--- src/rtl/mmwl_pkg.sv ---
// Shared types and constants of the motor maneuver unit with soft position limits.
// Depends on nothing; every other file of the block uses it.
package mmwl_pkg;

	localparam int PWR_W     = 8;
	localparam int TMO_W     = 16;
	localparam int ELAPSED_W = 17;
	localparam int FUNC_W    = 3;
	localparam int ADDR_W    = 5;
	localparam int DATA_W    = 32;

	localparam logic [ELAPSED_W-1:0] ELAPSED_MAX = {ELAPSED_W{1'b1}};

	typedef logic signed [PWR_W-1:0] power_t;
	typedef logic [TMO_W-1:0]        tmo_t;
	typedef logic [ELAPSED_W-1:0]    elapsed_t;

	typedef enum logic [FUNC_W-1:0] {
		FUNC_TICK  = 3'd0,
		FUNC_START = 3'd1,
		FUNC_STOP  = 3'd2,
		FUNC_SET   = 3'd3,
		FUNC_MOVE  = 3'd4
	} func_t;

	typedef enum logic [2:0] {
		REG_MIN_EN  = 3'd0,
		REG_MAX_EN  = 3'd1,
		REG_MIN_POS = 3'd2,
		REG_MAX_POS = 3'd3,
		REG_PWR_MAX = 3'd4,
		REG_PWR_DEF = 3'd5
	} reg_idx_t;

	typedef struct packed {
		logic   min_en;
		logic   max_en;
		power_t power_max;
		power_t power_default;
	} limits_t;

endpackage

--- src/rtl/mmwl_cmd_if.sv ---
// Command channel of the motor maneuver unit: valid/ready handshake and one input item.
// Depends on mmwl_pkg.
interface mmwl_cmd_if #(
	parameter int POS_WIDTH = 24
) ();
	logic                            valid;
	logic                            ready;
	logic [mmwl_pkg::FUNC_W-1:0]     func;
	logic signed [POS_WIDTH-1:0]     position;
	logic signed [POS_WIDTH-1:0]     target;
	mmwl_pkg::power_t                power;
	mmwl_pkg::power_t                end_power;
	mmwl_pkg::tmo_t                  timeout_ms;
	logic                            override_limits;

	modport source (
		output valid, func, position, target, power, end_power, timeout_ms,
			override_limits,
		input  ready
	);

	modport sink (
		input  valid, func, position, target, power, end_power, timeout_ms,
			override_limits,
		output ready
	);
endinterface

--- src/rtl/mmwl_rsp_if.sv ---
// Result channel of the motor maneuver unit: valid/ready handshake and one result item.
// Depends on mmwl_pkg.
interface mmwl_rsp_if ();
	logic             valid;
	logic             ready;
	mmwl_pkg::power_t drive_power;
	logic             drive_written;
	logic             maneuver_active;

	modport source (
		output valid, drive_power, drive_written, maneuver_active,
		input  ready
	);

	modport sink (
		input  valid, drive_power, drive_written, maneuver_active,
		output ready
	);
endinterface

--- src/rtl/mmwl_cfg.sv ---
// APB-style register file holding the soft-limit settings.
// Depends on mmwl_pkg.
module mmwl_cfg #(
	parameter int POS_WIDTH = 24
) (
	input  logic                          clk,
	input  logic                          arst_n,
	input  logic                          psel,
	input  logic                          penable,
	input  logic                          pwrite,
	input  logic [mmwl_pkg::ADDR_W-1:0]   paddr,
	input  logic [mmwl_pkg::DATA_W-1:0]   pwdata,
	output logic [mmwl_pkg::DATA_W-1:0]   prdata,
	output logic                          pready,
	output mmwl_pkg::limits_t             limits,
	output logic signed [POS_WIDTH-1:0]   min_pos,
	output logic signed [POS_WIDTH-1:0]   max_pos
);
	logic                        min_en_q;
	logic                        max_en_q;
	logic signed [POS_WIDTH-1:0] min_pos_q;
	logic signed [POS_WIDTH-1:0] max_pos_q;
	mmwl_pkg::power_t            power_max_q;
	mmwl_pkg::power_t            power_default_q;
	mmwl_pkg::reg_idx_t          idx;
	logic                        wr_en;

	assign idx    = mmwl_pkg::reg_idx_t'(paddr[mmwl_pkg::ADDR_W-1:2]);
	assign wr_en  = psel && penable && pwrite;
	assign pready = 1'b1;

	always_ff @(posedge clk or negedge arst_n) begin
		if (!arst_n) begin
			min_en_q        <= 1'b0;
			max_en_q        <= 1'b0;
			min_pos_q       <= '0;
			max_pos_q       <= '0;
			power_max_q     <= '0;
			power_default_q <= '0;
		end else if (wr_en) begin
			unique case (idx)
				mmwl_pkg::REG_MIN_EN:  min_en_q        <= pwdata[0];
				mmwl_pkg::REG_MAX_EN:  max_en_q        <= pwdata[0];
				mmwl_pkg::REG_MIN_POS: min_pos_q       <= pwdata[POS_WIDTH-1:0];
				mmwl_pkg::REG_MAX_POS: max_pos_q       <= pwdata[POS_WIDTH-1:0];
				mmwl_pkg::REG_PWR_MAX: power_max_q     <= pwdata[mmwl_pkg::PWR_W-1:0];
				mmwl_pkg::REG_PWR_DEF: power_default_q <= pwdata[mmwl_pkg::PWR_W-1:0];
				default: ;
			endcase
		end
	end

	always_comb begin
		unique case (idx)
			mmwl_pkg::REG_MIN_EN:  prdata = mmwl_pkg::DATA_W'(min_en_q);
			mmwl_pkg::REG_MAX_EN:  prdata = mmwl_pkg::DATA_W'(max_en_q);
			mmwl_pkg::REG_MIN_POS: prdata = mmwl_pkg::DATA_W'(min_pos_q);
			mmwl_pkg::REG_MAX_POS: prdata = mmwl_pkg::DATA_W'(max_pos_q);
			mmwl_pkg::REG_PWR_MAX: prdata = mmwl_pkg::DATA_W'(power_max_q);
			mmwl_pkg::REG_PWR_DEF: prdata = mmwl_pkg::DATA_W'(power_default_q);
			default:               prdata = '0;
		endcase
	end

	assign limits.min_en        = min_en_q;
	assign limits.max_en        = max_en_q;
	assign limits.power_max     = power_max_q;
	assign limits.power_default = power_default_q;
	assign min_pos              = min_pos_q;
	assign max_pos              = max_pos_q;

endmodule

--- src/rtl/mmwl_clamp.sv ---
// Soft-limit clamp applied to each drive value before it reaches the motor, unless bypass is set.
// Depends on mmwl_pkg.
module mmwl_clamp #(
	parameter int POS_WIDTH = 24
) (
	input  mmwl_pkg::limits_t           limits,
	input  logic signed [POS_WIDTH-1:0] min_pos,
	input  logic signed [POS_WIDTH-1:0] max_pos,
	input  logic signed [POS_WIDTH-1:0] position,
	input  mmwl_pkg::power_t            power_in,
	input  logic                        bypass,
	output mmwl_pkg::power_t            power_out
);
	logic signed [mmwl_pkg::PWR_W+1:0] max_wide;
	logic signed [mmwl_pkg::PWR_W+1:0] neg_max;
	logic signed [mmwl_pkg::PWR_W+1:0] in_wide;
	mmwl_pkg::power_t                  neg_default;
	mmwl_pkg::power_t                  after_min;
	logic                              below;
	logic                              above;

	assign max_wide = (mmwl_pkg::PWR_W+2)'(limits.power_max);
	assign neg_max  = -max_wide;
	assign in_wide  = (mmwl_pkg::PWR_W+2)'(power_in);

	// Negating the most negative power saturates to the most positive one.
	assign neg_default = (limits.power_default == {1'b1, {(mmwl_pkg::PWR_W-1){1'b0}}})
		? {1'b0, {(mmwl_pkg::PWR_W-1){1'b1}}} : -limits.power_default;

	assign below     = limits.min_en && (position <= min_pos) && (in_wide < neg_max);
	assign after_min = below ? neg_default : power_in;
	assign above     = limits.max_en && (position >= max_pos) && (after_min > limits.power_max);

	assign power_out = bypass ? power_in : (above ? limits.power_default : after_min);

endmodule

--- src/rtl/mmwl_ctrl.sv ---
// Maneuver state and the per-item decision of which drive value to apply.
// Depends on mmwl_pkg and mmwl_clamp.
module mmwl_ctrl #(
	parameter int POS_WIDTH = 24
) (
	input  logic                        clk,
	input  logic                        arst_n,
	input  logic                        step,
	input  logic [mmwl_pkg::FUNC_W-1:0] func,
	input  logic signed [POS_WIDTH-1:0] position,
	input  logic signed [POS_WIDTH-1:0] target,
	input  mmwl_pkg::power_t            power,
	input  mmwl_pkg::power_t            end_power,
	input  mmwl_pkg::tmo_t              timeout_ms,
	input  logic                        override_limits,
	input  mmwl_pkg::limits_t           limits,
	input  logic signed [POS_WIDTH-1:0] min_pos,
	input  logic signed [POS_WIDTH-1:0] max_pos,
	output mmwl_pkg::power_t            drive_power,
	output logic                        drive_written,
	output logic                        maneuver_active
);
	logic                        active_q;
	logic                        going_up_q;
	logic signed [POS_WIDTH-1:0] goal_q;
	mmwl_pkg::power_t            run_power_q;
	mmwl_pkg::power_t            finish_power_q;
	mmwl_pkg::tmo_t              time_limit_q;
	mmwl_pkg::elapsed_t          elapsed_q;
	mmwl_pkg::power_t            current_drive_q;

	logic                        active_d;
	logic                        going_up_d;
	logic signed [POS_WIDTH-1:0] goal_d;
	mmwl_pkg::power_t            run_power_d;
	mmwl_pkg::power_t            finish_power_d;
	mmwl_pkg::tmo_t              time_limit_d;
	mmwl_pkg::elapsed_t          elapsed_d;
	mmwl_pkg::power_t            current_drive_d;

	mmwl_pkg::power_t            mag;
	mmwl_pkg::elapsed_t          elapsed_inc;
	mmwl_pkg::power_t            drv_req;
	mmwl_pkg::power_t            drv_clamped;
	logic                        bypass;
	logic                        written;
	logic                        up;

	// Magnitude of the commanded power, with the most negative value saturated.
	assign mag = (power == {1'b1, {(mmwl_pkg::PWR_W-1){1'b0}}})
		? {1'b0, {(mmwl_pkg::PWR_W-1){1'b1}}}
		: (power[mmwl_pkg::PWR_W-1] ? -power : power);

	assign elapsed_inc = (elapsed_q == mmwl_pkg::ELAPSED_MAX) ? elapsed_q : elapsed_q + 1'b1;
	assign up          = target > position;

	always_comb begin
		active_d       = active_q;
		going_up_d     = going_up_q;
		goal_d         = goal_q;
		run_power_d    = run_power_q;
		finish_power_d = finish_power_q;
		time_limit_d   = time_limit_q;
		elapsed_d      = elapsed_q;
		drv_req        = '0;
		bypass         = 1'b0;
		written        = 1'b0;
		case (func)
			mmwl_pkg::FUNC_TICK: begin
				if (active_q) begin
					if (going_up_q == (position < goal_q)) begin
						elapsed_d = '0;
						drv_req   = run_power_q;
						written   = 1'b1;
					end else begin
						elapsed_d = elapsed_inc;
						if (elapsed_inc > mmwl_pkg::ELAPSED_W'(time_limit_q)) begin
							active_d = 1'b0;
							drv_req  = finish_power_q;
							written  = 1'b1;
						end
					end
				end
			end
			mmwl_pkg::FUNC_START: begin
				goal_d         = target;
				finish_power_d = end_power;
				going_up_d     = up;
				run_power_d    = up ? mag : -mag;
				active_d       = 1'b1;
				time_limit_d   = timeout_ms;
				elapsed_d      = '0;
			end
			mmwl_pkg::FUNC_STOP: begin
				active_d = 1'b0;
				written  = 1'b1;
			end
			mmwl_pkg::FUNC_SET: begin
				drv_req = power;
				bypass  = override_limits;
				written = 1'b1;
			end
			mmwl_pkg::FUNC_MOVE: begin
				drv_req = (target < position) ? -mag : mag;
				written = 1'b1;
			end
			default: ;
		endcase
	end

	mmwl_clamp #(
		.POS_WIDTH(POS_WIDTH)
	) u_clamp (
		.limits   (limits),
		.min_pos  (min_pos),
		.max_pos  (max_pos),
		.position (position),
		.power_in (drv_req),
		.bypass   (bypass),
		.power_out(drv_clamped)
	);

	assign current_drive_d = written ? drv_clamped : current_drive_q;

	always_ff @(posedge clk or negedge arst_n) begin
		if (!arst_n) begin
			active_q        <= 1'b0;
			going_up_q      <= 1'b0;
			goal_q          <= '0;
			run_power_q     <= '0;
			finish_power_q  <= '0;
			time_limit_q    <= '0;
			elapsed_q       <= '0;
			current_drive_q <= '0;
		end else if (step) begin
			active_q        <= active_d;
			going_up_q      <= going_up_d;
			goal_q          <= goal_d;
			run_power_q     <= run_power_d;
			finish_power_q  <= finish_power_d;
			time_limit_q    <= time_limit_d;
			elapsed_q       <= elapsed_d;
			current_drive_q <= current_drive_d;
		end
	end

	assign drive_power     = current_drive_d;
	assign drive_written   = written;
	assign maneuver_active = active_d;

endmodule

--- src/rtl/motor_maneuver_with_limits_unit.sv ---
// Top level of the motor maneuver unit with soft position limits.
// Depends on mmwl_pkg, mmwl_cmd_if, mmwl_rsp_if, mmwl_cfg and mmwl_ctrl.
//
// The unit takes one command or tick per clock cycle unless the result channel stalls,
// and returns exactly one result for each. A command is registered in the input
// register when it is transferred and evaluated there against the maneuver state,
// and its outcome is written to the result register, from which its result is offered.
// The input register and the result register form a two-entry pipeline: a new
// command is taken while a result waits, and the command channel stalls only when both
// are full. Soft limits are set through the APB-style port at byte addresses 0 to 20
// and are meant to be changed while no command is in flight.
module motor_maneuver_with_limits_unit #(
	parameter int POS_WIDTH = 24
) (
	input  logic                          clk,
	input  logic                          arst_n,
	mmwl_cmd_if.sink                      cmd,
	mmwl_rsp_if.source                    rsp,
	input  logic                          psel,
	input  logic                          penable,
	input  logic                          pwrite,
	input  logic [mmwl_pkg::ADDR_W-1:0]   paddr,
	input  logic [mmwl_pkg::DATA_W-1:0]   pwdata,
	output logic [mmwl_pkg::DATA_W-1:0]   prdata,
	output logic                          pready
);
	logic                        valid_s1;
	logic [mmwl_pkg::FUNC_W-1:0] func_s1;
	logic signed [POS_WIDTH-1:0] position_s1;
	logic signed [POS_WIDTH-1:0] target_s1;
	mmwl_pkg::power_t            power_s1;
	mmwl_pkg::power_t            end_power_s1;
	mmwl_pkg::tmo_t              timeout_ms_s1;
	logic                        override_limits_s1;

	logic                        rsp_valid_q;
	mmwl_pkg::power_t            drive_power_q;
	logic                        drive_written_q;
	logic                        maneuver_active_q;

	mmwl_pkg::limits_t           limits;
	logic signed [POS_WIDTH-1:0] min_pos;
	logic signed [POS_WIDTH-1:0] max_pos;
	mmwl_pkg::power_t            drive_power_c;
	logic                        drive_written_c;
	logic                        maneuver_active_c;
	logic                        advance;
	logic                        cmd_ready;

	assign advance   = valid_s1 && (!rsp_valid_q || rsp.ready);
	assign cmd_ready = !valid_s1 || advance;
	assign cmd.ready = cmd_ready;

	always_ff @(posedge clk or negedge arst_n) begin
		if (!arst_n) begin
			valid_s1 <= 1'b0;
		end else if (cmd_ready) begin
			valid_s1 <= cmd.valid;
		end
	end

	always_ff @(posedge clk) begin
		if (cmd_ready && cmd.valid) begin
			func_s1            <= cmd.func;
			position_s1        <= cmd.position;
			target_s1          <= cmd.target;
			power_s1           <= cmd.power;
			end_power_s1       <= cmd.end_power;
			timeout_ms_s1      <= cmd.timeout_ms;
			override_limits_s1 <= cmd.override_limits;
		end
	end

	mmwl_cfg #(
		.POS_WIDTH(POS_WIDTH)
	) u_cfg (
		.clk    (clk),
		.arst_n (arst_n),
		.psel   (psel),
		.penable(penable),
		.pwrite (pwrite),
		.paddr  (paddr),
		.pwdata (pwdata),
		.prdata (prdata),
		.pready (pready),
		.limits (limits),
		.min_pos(min_pos),
		.max_pos(max_pos)
	);

	mmwl_ctrl #(
		.POS_WIDTH(POS_WIDTH)
	) u_ctrl (
		.clk            (clk),
		.arst_n         (arst_n),
		.step           (advance),
		.func           (func_s1),
		.position       (position_s1),
		.target         (target_s1),
		.power          (power_s1),
		.end_power      (end_power_s1),
		.timeout_ms     (timeout_ms_s1),
		.override_limits(override_limits_s1),
		.limits         (limits),
		.min_pos        (min_pos),
		.max_pos        (max_pos),
		.drive_power    (drive_power_c),
		.drive_written  (drive_written_c),
		.maneuver_active(maneuver_active_c)
	);

	always_ff @(posedge clk or negedge arst_n) begin
		if (!arst_n) begin
			rsp_valid_q <= 1'b0;
		end else if (advance) begin
			rsp_valid_q <= 1'b1;
		end else if (rsp.ready) begin
			rsp_valid_q <= 1'b0;
		end
	end

	always_ff @(posedge clk) begin
		if (advance) begin
			drive_power_q     <= drive_power_c;
			drive_written_q   <= drive_written_c;
			maneuver_active_q <= maneuver_active_c;
		end
	end

	assign rsp.valid           = rsp_valid_q;
	assign rsp.drive_power     = drive_power_q;
	assign rsp.drive_written   = drive_written_q;
	assign rsp.maneuver_active = maneuver_active_q;

endmodule

--- src/flat_wrapper.sv ---
// flat-port wrapper written by rule: the top's interface ports become plain ports
module motor_maneuver_with_limits_unit_flat 
#(
	parameter int POS_WIDTH = 24
)
  (clk, arst_n, psel, penable, pwrite, paddr, pwdata, prdata, pready, cmd_valid, cmd_func, cmd_position, cmd_target, cmd_power, cmd_end_power, cmd_timeout_ms, cmd_override_limits, cmd_ready, rsp_valid, rsp_drive_power, rsp_drive_written, rsp_maneuver_active, rsp_ready);
  mmwl_cmd_if #(.POS_WIDTH(POS_WIDTH)) cmd_i ();
  mmwl_rsp_if rsp_i ();
  input  logic clk;
  input  logic arst_n;
  input  logic psel;
  input  logic penable;
  input  logic pwrite;
  input  logic [mmwl_pkg::ADDR_W-1:0] paddr;
  input  logic [mmwl_pkg::DATA_W-1:0] pwdata;
  output logic [mmwl_pkg::DATA_W-1:0] prdata;
  output logic pready;
  input wire logic [$bits(cmd_i.valid)-1:0] cmd_valid;
  input wire logic [$bits(cmd_i.func)-1:0] cmd_func;
  input wire logic [$bits(cmd_i.position)-1:0] cmd_position;
  input wire logic [$bits(cmd_i.target)-1:0] cmd_target;
  input wire logic [$bits(cmd_i.power)-1:0] cmd_power;
  input wire logic [$bits(cmd_i.end_power)-1:0] cmd_end_power;
  input wire logic [$bits(cmd_i.timeout_ms)-1:0] cmd_timeout_ms;
  input wire logic [$bits(cmd_i.override_limits)-1:0] cmd_override_limits;
  output wire logic [$bits(cmd_i.ready)-1:0] cmd_ready;
  output wire logic [$bits(rsp_i.valid)-1:0] rsp_valid;
  output wire logic [$bits(rsp_i.drive_power)-1:0] rsp_drive_power;
  output wire logic [$bits(rsp_i.drive_written)-1:0] rsp_drive_written;
  output wire logic [$bits(rsp_i.maneuver_active)-1:0] rsp_maneuver_active;
  input wire logic [$bits(rsp_i.ready)-1:0] rsp_ready;
  assign cmd_i.valid = cmd_valid;
  assign cmd_i.func = cmd_func;
  assign cmd_i.position = cmd_position;
  assign cmd_i.target = cmd_target;
  assign cmd_i.power = cmd_power;
  assign cmd_i.end_power = cmd_end_power;
  assign cmd_i.timeout_ms = cmd_timeout_ms;
  assign cmd_i.override_limits = cmd_override_limits;
  assign cmd_ready = cmd_i.ready;
  assign rsp_valid = rsp_i.valid;
  assign rsp_drive_power = rsp_i.drive_power;
  assign rsp_drive_written = rsp_i.drive_written;
  assign rsp_maneuver_active = rsp_i.maneuver_active;
  assign rsp_i.ready = rsp_ready;
  motor_maneuver_with_limits_unit #(.POS_WIDTH(POS_WIDTH)) u_core (.clk(clk), .arst_n(arst_n), .cmd(cmd_i), .rsp(rsp_i), .psel(psel), .penable(penable), .pwrite(pwrite), .paddr(paddr), .pwdata(pwdata), .prdata(prdata), .pready(pready));
endmodule
--- config.mk ---
export PLATFORM = sky130hd
export DESIGN_NAME = motor_maneuver_with_limits_unit_flat
export DESIGN_NICKNAME = d
export VERILOG_FILES = /design/src/rtl/mmwl_pkg.sv /design/src/rtl/mmwl_cmd_if.sv /design/src/rtl/mmwl_rsp_if.sv /design/src/rtl/mmwl_cfg.sv /design/src/rtl/mmwl_clamp.sv /design/src/rtl/mmwl_ctrl.sv /design/src/rtl/motor_maneuver_with_limits_unit.sv /design/src/flat_wrapper.sv
export SDC_FILE = /design/constraint.sdc
export NUM_CORES = 1
export LEC_CHECK = 0
export BUFFER_PORTS_ARGS = -buffer_cell sky130_fd_sc_hd__buf_4
export CAP_MARGIN = 20
export CELL_PAD_IN_SITES_DETAIL_PLACEMENT = 1
export CELL_PAD_IN_SITES_GLOBAL_PLACEMENT = 2
export CORE_MARGIN = 3
export CORE_UTILIZATION = 25
export CTS_CLUSTER_DIAMETER = 60
export CTS_CLUSTER_SIZE = 24
export DETAILED_ROUTE_END_ITERATION = 8
export GPL_ROUTABILITY_DRIVEN = 0
export PLACE_DENSITY_LB_ADDON = 0.3
export SYNTH_ARGS = -nofsm -noshare
export SYNTH_HDL_FRONTEND = slang
export SYNTH_HIERARCHICAL = 1
export SYNTH_SLANG_ARGS = --single-unit
--- constraint.sdc ---
create_clock -name clk -period 7 [get_ports clk]
set_input_delay 0.7 -clock clk [delete_from_list [all_inputs] [get_ports clk]]
set_output_delay 0.7 -clock clk [all_outputs]
set_load 0.1 [all_outputs]
==> impl_metrics.tcl, run 1 <==
set metrics [dict create \
    status "complete, but fails checks" \
    violations "negative setup slack" \
    p_per_area_nw_per_um2 281 \
    insertion_delay_ns 0.57 \
    synthDistinctLibCells 81 \
    slew_headroom 0.361 \
    vdd_ir_drop_max_uv 166 \
    grt_max_degree 80 \
    worstPathMaxFanout 8 \
    tns_ns -4.27 \
    maxSlewViolCount 0 \
    rsz0062_at_grt "true" \
    grt_pass1_wl_mm 69.7 \
    total_power_w 0.00520 \
    diodes 0 \
    drt-initial-drc-count 417 \
    viasPerCell 4.67 \
    hold_class "in2async" \
    worst_pin_slew_ns 0.958 \
    fin_ws_ns -0.387 \
    cts_tree "done" \
    num_rows 87 \
    cpMostUsedCell "o211ai_1" \
    htree_levels 1 \
    finClkSkew_ns 0.0127 \
    fin_area_um2 18500 \
    core_area_um2 56800 \
    die_h_um 247 \
    synth_edf_count 94 \
    holdBufCountCts 0 \
    finalNetCount 1883 \
    critPathKind "reg2reg" \
    antenna_found_initial 3 \
    setup_viol 16 \
    yosysWarnings 6 \
    drive_above_1_share 0.307 \
    max_stage_delay_ns 0.50 \
    port-buffer-count 161 \
    routed_wl_mm 44.6 \
    vias 11204 \
    yosysSeqAreaShare 0.456 \
    finalCritPeriodShare 1.06 \
    track_usage 0.146 \
    area_growth_pct 27.8 \
    syn_inst 1364 \
    dp_slack_ns -0.651 \
    clock-sinks 245 \
    overflow 0 \
    start_util 0.255 \
    ys_async_sr_fraction 0.616 \
    cp.required_ns 7.32 \
    place_area_um2 17200 \
    cp.arrival_ns 7.71 \
    p_leak_nw 8.38 \
    hpwl_mm 33.9 \
    clock_path_buffers 3 \
    synth_top_cells_by_area "dfrtp_1 (26%), edfxtp_1 (19%), ha_1 (11%), mux2_2 (6.8%), nand2_1 (3.7%)" \
    synth_top_cell_by_area "dfrtp_1" \
    ys.flop_type "dfrtp_1" \
    hold_viol 0 \
    drc 0 \
    root_buffer "clkbuf_16" \
    fin_crit_ns 7.39 \
    end_kind "flop" \
    layout_commonest_cell "buf_4" \
    io_pins 173 \
    die_w_um 247 \
    synth_top_area_frac 0.261 \
    fp.dieArea_um2 60900 \
    max_freq_ghz 0.135 \
    synth-seq-cells 245 \
    final_cell_mix "buf_4 (277), dfrtp_1 (151), nand2_1 (142), inv_1 (136), ha_1 (127)" \
    cts_buffers 28 \
    synth.cell_area_um2 14500 \
    grt_pass1_vias 12202 \
    dr.pass1.iters 4 \
    wl_per_cell_um 18.6 \
    syn_nets 1625 \
    slowest_stage "a221o_2" \
    clkTransAtPathRegs_ns 0.07 \
    ant_nets 0 \
    cp-start-kind "flop" \
    cap_viol_max_count 0 \
    avgSynthCellArea_um2 10.6 \
]
## where the power goes
part / internal [W] / switching [W]
Combinational: 0.000735 / 0.00104
Sequential: 0.00175 / 0.000168
Clock: 0.000796 / 0.000704
Total: 0.00328 / 0.00192
## layout make-up
cell class,instances,area (um2)
multi-input cells,926,7350
clock inverters,22,215
repair buffers,284,2160
clock buffers,30,729
inverters,137,514
fillers,6399,38300
flip-flops and latches,245,6600
well taps,756,946
## cells in the mapped netlist, types with 11 or more instances
| master | number |
|---|---|
| inv_1 | 136 |
| buf_6 | 11 |
| ha_1 | 133 |
| o211ai_1 | 13 |
| a31oi_1 | 19 |
| xor2_1 | 14 |
| clkbuf_1 | 22 |
| mux2i_1 | 43 |
| o21ai_0 | 95 |
| nand2_1 | 144 |
| xnor2_1 | 17 |
| dfrtp_1 | 151 |
| nand3_1 | 26 |
| a21oi_1 | 59 |
| mux2_2 | 87 |
| buf_4 | 14 |
| and3_1 | 11 |
| nand2b_1 | 17 |
| nand4_1 | 24 |
| nor3_1 | 20 |
| nor2_1 | 43 |
| edfxtp_1 | 94 |
## state kept, by name, indices dropped and copies added, names as in the netlist, 3 cells and up
signal	count
u_core/u_ctrl/finish_power_q	8
u_core/u_cfg/min_pos	24
u_core/u_ctrl/run_power_q	8
u_core/u_ctrl/elapsed_q	17
u_core/position_s1	24
u_core/u_cfg/power_max_q	8
u_core/u_cfg/max_pos	24
u_core/timeout_ms_s1	16
u_core/rsp.drive_power	8
u_core/power_s1	8
u_core/u_ctrl/time_limit_q	16
u_core/func_s1	3
u_core/u_ctrl/goal_q	24
u_core/u_cfg/power_default_q	8
u_core/target_s1	24
u_core/end_power_s1	8
u_core/u_ctrl/current_drive_q	8
## layer usage
layer | GRT usage | share of wire
met1 | 0.191 | 0.46
met2 | 0.254 | 0.49
met4 | 0.0328 | 0.019
met5 | 0 | 0.00031
met3 | 0.0215 | 0.039
## worst paths after layout
| kind | endpoint | from | slack, ns | depth (start not counted) |
|---|---|---|---|---|
| max in group asynchronous | u_core/u_cfg/min_pos[0] | arst_n | 5.26 | 2 |
| hold / removal | u_core/u_ctrl/time_limit_q[3] | arst_n | 0.21 | 1 |
| setup / recovery | u_core/rsp.drive_power[3] | u_core/u_ctrl/elapsed_q[0] | -0.39 | 35 |
| min in group clk | u_core/timeout_ms_s1[8] | cmd_timeout_ms[8] | 0.30 | 1 |
| hold reg to reg | u_core/u_ctrl/time_limit_q[5] | u_core/timeout_ms_s1[5] | 0.45 | 2 |
| setup reg to reg | u_core/rsp.drive_power[3] | u_core/u_ctrl/elapsed_q[0] | -0.39 | 35 |
## timing repair
item | CTS | global route
setup endpoints to repair | 16 | 16
gates cloned | 1 | 0
resized for setup | 36 | 31
buffers inserted | 10 | 4
pin swaps | 24 | 28
## cell families (layout without fill, tap and decap cells)
| logic type | Yosys count | after routing | synth area share |
|---|---|---|---|
| AND/OR/NAND/NOR | 349 | 350 | 0.124 |
| AO/OA/AOI/OAI | 274 | 274 | 0.121 |
| flip-flops | 245 | 245 | 0.456 |
| buffers and inverters | 194 | 473 | 0.0604 |
| multiplexers | 137 | 137 | 0.105 |
| adder cells (fa/ha/maj) | 133 | 133 | 0.115 |
| XOR/XNOR | 31 | 31 | 0.0187 |
| other | 1 | 1 | 0.000259 |
## worst max-delay path: cells and delay by family, from the launching register on
family	cells	cell delay (ns)
buf+inv	5	0.81
compound gates	15	2.97
mux	3	0.77
fa+ha+maj	4	1.03
xor+xnor	1	0.16
flops	1	0.36
simple gates	7	1.01
## metrics by stage
step	std cells	hold slack [ns]	utilization
final	2400	0.209	0.326
after global routing	2400	0.253	0.326
after CTS	2395	0.227	0.323
after detailed placement	2332	0.439	0.302
after global placement	2332	0.432	0.302
after floorplan	1364	0.404	-
(Power assumes the default switching activity.)
==> inputs of run 2 (changes only) <==
Settings changed: ABC_AREA set to 1, GPL_ROUTABILITY_DRIVEN 0 to not set.
==> impl_metrics.tcl, run 2 <==
set metrics [dict create \
    finClkSkew_ns 0.0118 \
    cts_tree "done" \
    place_congestion 0.767 \
    fillers 6861 \
    slowest_stage "dfrtp_1" \
    cts_buffers 34 \
    slew_headroom 0.308 \
    p_per_area_nw_per_um2 292 \
    p_leak_nw 8.97 \
    yosysSeqAreaShare 0.448 \
    max_stage_delay_ns 0.40 \
    grt_pass1_vias 12993 \
    synthTopCellsByCount "nand2_1 (503), inv_1 (297), dfrtp_1 (151)" \
    root_buffer "clkbuf_16" \
    syn_nets 2065 \
    area_growth_pct 23.0 \
    post-route-util 0.312 \
    track_usage 0.147 \
    yosysWarnings 6 \
    cp-start-kind "flop" \
    cp.arrival_ns 6.74 \
    synth_top_cell_by_area "dfrtp_1" \
    htree_levels 2 \
    hpwl_mm 35.0 \
    die_w_um 249 \
    worstPathMaxFanout 8 \
    num_rows 88 \
    wl_per_cell_um 16.7 \
    fin_crit_ns 6.44 \
    antenna_found_initial 1 \
    grt_use_met2 0.256 \
    placedCellCount 2695 \
    tns_ns 0 \
    grt_max_degree 90 \
    dr.pass1.iters 5 \
    synth-seq-cells 245 \
    met1_usage 0.190 \
    cpMostUsedCell "nand2_1" \
    layout_commonest_cell "nand2_1" \
    critPathKind "reg2reg" \
    overflow 0 \
    syn_inst 1804 \
    fin_ws_ns 0.556 \
    finalCritPeriodShare 0.921 \
    dp_slack_ns 0.158 \
    ys.flop_type "dfrtp_1" \
    drt-initial-drc-count 396 \
    final_cells 2765 \
    die_h_um 249 \
    setup_viol 0 \
    max_freq_ghz 0.155 \
    drc 0 \
    end_kind "flop" \
    yosysMostFrequentCell "nand2_1" \
    worst_pin_slew_ns 1.03 \
    vdd_ir_drop_max_uv 160 \
    routed_wl_mm 46.1 \
    clock_path_buffers 3 \
    clock-sinks 245 \
    synth_top_area_frac 0.256 \
    synth_top_cells_by_area "dfrtp_1 (26%), edfxtp_1 (19%), nand2_1 (13%), ha_1 (11%), inv_1 (7.6%)" \
    fp.dieArea_um2 61900 \
    hold_viol 0 \
    drive_above_1_share 0.168 \
    clkTransAtPathRegs_ns 0.07 \
    top_usage_layer "met2" \
    core_area_um2 58000 \
    insertion_delay_ns 0.54 \
    viasPerCell 4.45 \
    avgSynthCellArea_um2 8.17 \
    vias 12308 \
    ys_async_sr_fraction 0.616 \
    diodes 0 \
    cp.required_ns 7.29 \
    port-buffer-count 161 \
    synth_edf_count 94 \
    start_util 0.254 \
    grt_pass1_wl_mm 72.3 \
    timing.hold.ws_ns 0.0867 \
    maxSlewViolCount 0 \
    cap_viol_max_count 0 \
    synthDistinctLibCells 53 \
    io_pins 173 \
    synth.cell_area_um2 14700 \
    hold_class "in2async" \
    grtUsageMet3 0.0224 \
    final_cell_mix "nand2_1 (496), inv_1 (293), buf_4 (180), dfrtp_1 (149), ha_1 (131)" \
    finalNetCount 2236 \
    ant_nets 0 \
    status "complete, no violations" \
]
[run 2: cell count changes after synthesis, sizes merged, moves of 31 or more]
| cell | change |
|---|---|
| nand3 | +90 |
| mux2i | -43 |
| nor2 | +60 |
| o21ai | +31 |
| nand2 | +372 |
| inv | +174 |
| mux2 | -94 |
[run 2: worst max-delay path, delay by kind of cell (launching register included)]
kind,cells,cell delay [ns]
DFF,1,0.40
buffers and inverters,5,0.47
adders and majority gates,3,0.85
and+or+nand+nor,34,3.75
xor gates and xnor gates,1,0.25
AOI/OAI and AO/OA,2,0.45
[run 2: logic make-up (layout without fill, tap and decap cells)]
logic type               Yosys count  after routing  share of synthesized area
AND/OR/NAND/NOR                  796            797                      0.237
other                              1              1                   0.000254
adder cells (fa/ha/maj)          133            133                      0.113
flip-flops                       245            245                      0.448
AO/OA/AOI/OAI                    249            249                     0.0925
XOR/XNOR                          22             22                     0.0131
buffers and inverters            358            553                     0.0970
[run 2: layout make-up]
| cell class | instances | area [um2] | share of cell area |
|---|---|---|---|
| clock inverters | 26 | 267 | 0.0147 |
| repair buffers | 182 | 1390 | 0.0767 |
| flip-flops and latches | 245 | 6600 | 0.364 |
| well taps | 765 | 957 | 0.0528 |
| clock buffers | 35 | 876 | 0.0483 |
| inverters | 310 | 1160 | 0.0643 |
| multi-input cells | 1202 | 6870 | 0.379 |
[run 2: repair_timing]
action	4_1_cts	5_1_grt
hold buffers	0	0
gates resized for setup	0	39
buffers inserted	0	7
endpoints found under the setup margin	0	16
[run 2: worst paths after layout]
path,from,slack (ns),endpoint,cells past startpoint
worst min-delay path,arst_n,0.09,u_core/u_ctrl/time_limit_q[8],1
worst max-delay path,u_core/u_ctrl/elapsed_q[3],0.56,u_core/rsp.drive_power[0],45
max in group asynchronous,arst_n,5.67,u_core/u_cfg/min_pos[10],2
worst max register to register,u_core/u_ctrl/elapsed_q[3],0.56,u_core/rsp.drive_power[0],45
min in group clk,cmd_timeout_ms[15],0.34,u_core/timeout_ms_s1[15],1
worst min register to register,u_core/timeout_ms_s1[11],0.46,u_core/u_ctrl/time_limit_q[11],2
[run 2: where the power goes]
part | internal (W) | switching, W
sequential | 0.00176 | 0.000174
combinational | 0.000527 | 0.00108
clock | 0.000992 | 0.000769
total | 0.00328 | 0.00203
[run 2: through the flow]
stage / cell area [um2] / total power (W)
CTS: 17900 / 0.00537
finish: 18100 / 0.00530
floorplan: 14700 / 0.00306
global route: 18100 / 0.00568
detailed placement: 16800 / 0.00356
global placement: 16800 / 0.00351
[run 2: metal layers]
metal / share of wire / wire, um / vias up
met4: 0.017 / 765 / 0
li1: - / - / 6162
met5: 0 / 0 / -
met1: 0.46 / 21100 / 5913
met3: 0.035 / 1630 / 47
met2: 0.49 / 22500 / 186
==> inputs of run 3 (changes only) <==
Settings changed: PLACE_DENSITY set to 0.71, PLACE_DENSITY_LB_ADDON 0.3 to not set.
==> impl_metrics.tcl, run 3 (synthesis gave the netlist of run 2 again) <==
set metrics [dict create \
    drc 0 \
    die_h_um 249 \
    finalCritPeriodShare 0.918 \
    fillers 6831 \
    port-buffer-count 161 \
    place_congestion 0.791 \
    insertion_delay_ns 0.54 \
    maxSlewViolCount 0 \
    diodes 0 \
    final_cell_mix "nand2_1 (501), inv_1 (294), buf_4 (180), dfrtp_1 (150), ha_1 (131)" \
    cts_tree "done" \
    finalNetCount 2239 \
    setup.reg_to_reg.worst_slack_ns 0.57 \
    p_leak_nw 8.99 \
    grt_max_degree 94 \
    core_area_um2 58000 \
    overflow 0 \
    cap_viol_max_count 0 \
    max_stage_delay_ns 0.40 \
    fin_crit_ns 6.43 \
    drt-initial-drc-count 513 \
    viasPerCell 4.46 \
    max_freq_ghz 0.156 \
    num_rows 88 \
    start_util 0.254 \
    cp.arrival_ns 6.72 \
    vdd_ir_drop_max_uv 232 \
    clkTransAtPathRegs_ns 0.07 \
    layout_commonest_cell "nand2_1" \
    fp.dieArea_um2 61900 \
    root_buffer "clkbuf_16" \
    fin_ws_ns 0.571 \
    p_per_area_nw_per_um2 297 \
    worstPathMaxFanout 8 \
    fin_area_um2 18200 \
    hpwl_mm 35.1 \
    routed_wl_mm 46.4 \
    dr.pass1.iters 4 \
    die_w_um 249 \
    cts_buffers 35 \
    dp_slack_ns 0.147 \
    critPathKind "reg2reg" \
    holdBufCountCts 0 \
    slew_headroom 0.298 \
    cp.required_ns 7.30 \
    track_usage 0.149 \
    drive_above_1_share 0.161 \
    setup_viol 0 \
    cpMostUsedCell "nand2_1" \
    wl_per_cell_um 16.8 \
    hold_viol 0 \
    vias 12341 \
    status "complete, no violations" \
    end_kind "flop" \
    place_area_um2 16800 \
    ant_nets 0 \
    finClkSkew_ns 0.0164 \
    io_pins 173 \
    hold_class "in2async" \
    slowest_stage "dfrtp_1" \
    grt_pass1_vias 13113 \
    clock-sinks 245 \
    grt_pass1_wl_mm 73.5 \
    area_growth_pct 23.4 \
    cp-start-kind "flop" \
    total_power_w 0.00541 \
    timing.hold.ws_ns 0.0460 \
    worst_pin_slew_ns 1.05 \
    antenna_found_initial 0 \
    clock_path_buffers 3 \
    htree_levels 2 \
]
[run 3: final timing paths]
path / from / end / cells after the start
setup reg to reg: u_core/u_ctrl/elapsed_q[1] / u_core/rsp.drive_power[5] / 44
max in group asynchronous: arst_n / u_core/u_ctrl/elapsed_q[5] / 2
hold reg to reg: u_core/timeout_ms_s1[2] / u_core/u_ctrl/time_limit_q[2] / 2
hold / removal: arst_n / u_core/u_ctrl/goal_q[13] / 1
setup / recovery: u_core/u_ctrl/elapsed_q[1] / u_core/rsp.drive_power[5] / 44
min in group clk: cmd_position[11] / u_core/position_s1[11] / 1
[run 3: per-stage QoR]
stage,setup TNS (ns),instances,util
global route,-0.0148,2769,0.314
global placement,0,2694,0.289
finish,0,2769,0.314
CTS,0,2758,0.310
detailed placement,0,2695,0.289
floorplan,0,1804,-
[run 3: timing repair]
item / CTS / global route
endpoints found under the setup margin: 0 / 16
gates resized for setup: 0 / 26
setup buffers: 0 / 9
[run 3: report_power, final]
group / switching (W) / internal [W]
clock: 0.000798 / 0.00106
combinational: 0.00109 / 0.000535
sequential: 0.000170 / 0.00176
[run 3: final cells by class]
cell class | instances | area, um2 | share of cell area
multi-input cells | 1202 | 6840 | 0.376
inverters | 310 | 1160 | 0.0640
well taps | 765 | 957 | 0.0526
flip-flops and latches | 245 | 6600 | 0.363
clock buffers | 40 | 937 | 0.0515
clock inverters | 23 | 297 | 0.0163
repair buffers | 184 | 1400 | 0.0770
[run 3: critical path: cells and delay by family, from the launching register on]
kind	cells	cell delay (ns)
adder cells (fa/ha/maj)	4	1.10
flip-flops	1	0.40
XOR/XNOR	1	0.18
AND/OR/NAND/NOR	32	3.44
buffers and inverters	3	0.30
AO/OA/AOI/OAI	4	0.74
[run 3: metal layers]
| metal | part of all wire | wire [um] | global-route usage | vias to the layer above |
|---|---|---|---|---|
| met5 | 0 | 0 | 0 | - |
| met4 | 0.021 | 982 | 0.0377 | 0 |
| met3 | 0.038 | 1740 | 0.0251 | 59 |
| met2 | 0.48 | 22400 | 0.255 | 200 |
| met1 | 0.46 | 21300 | 0.193 | 5936 |
| li1 | - | - | - | 6146 |
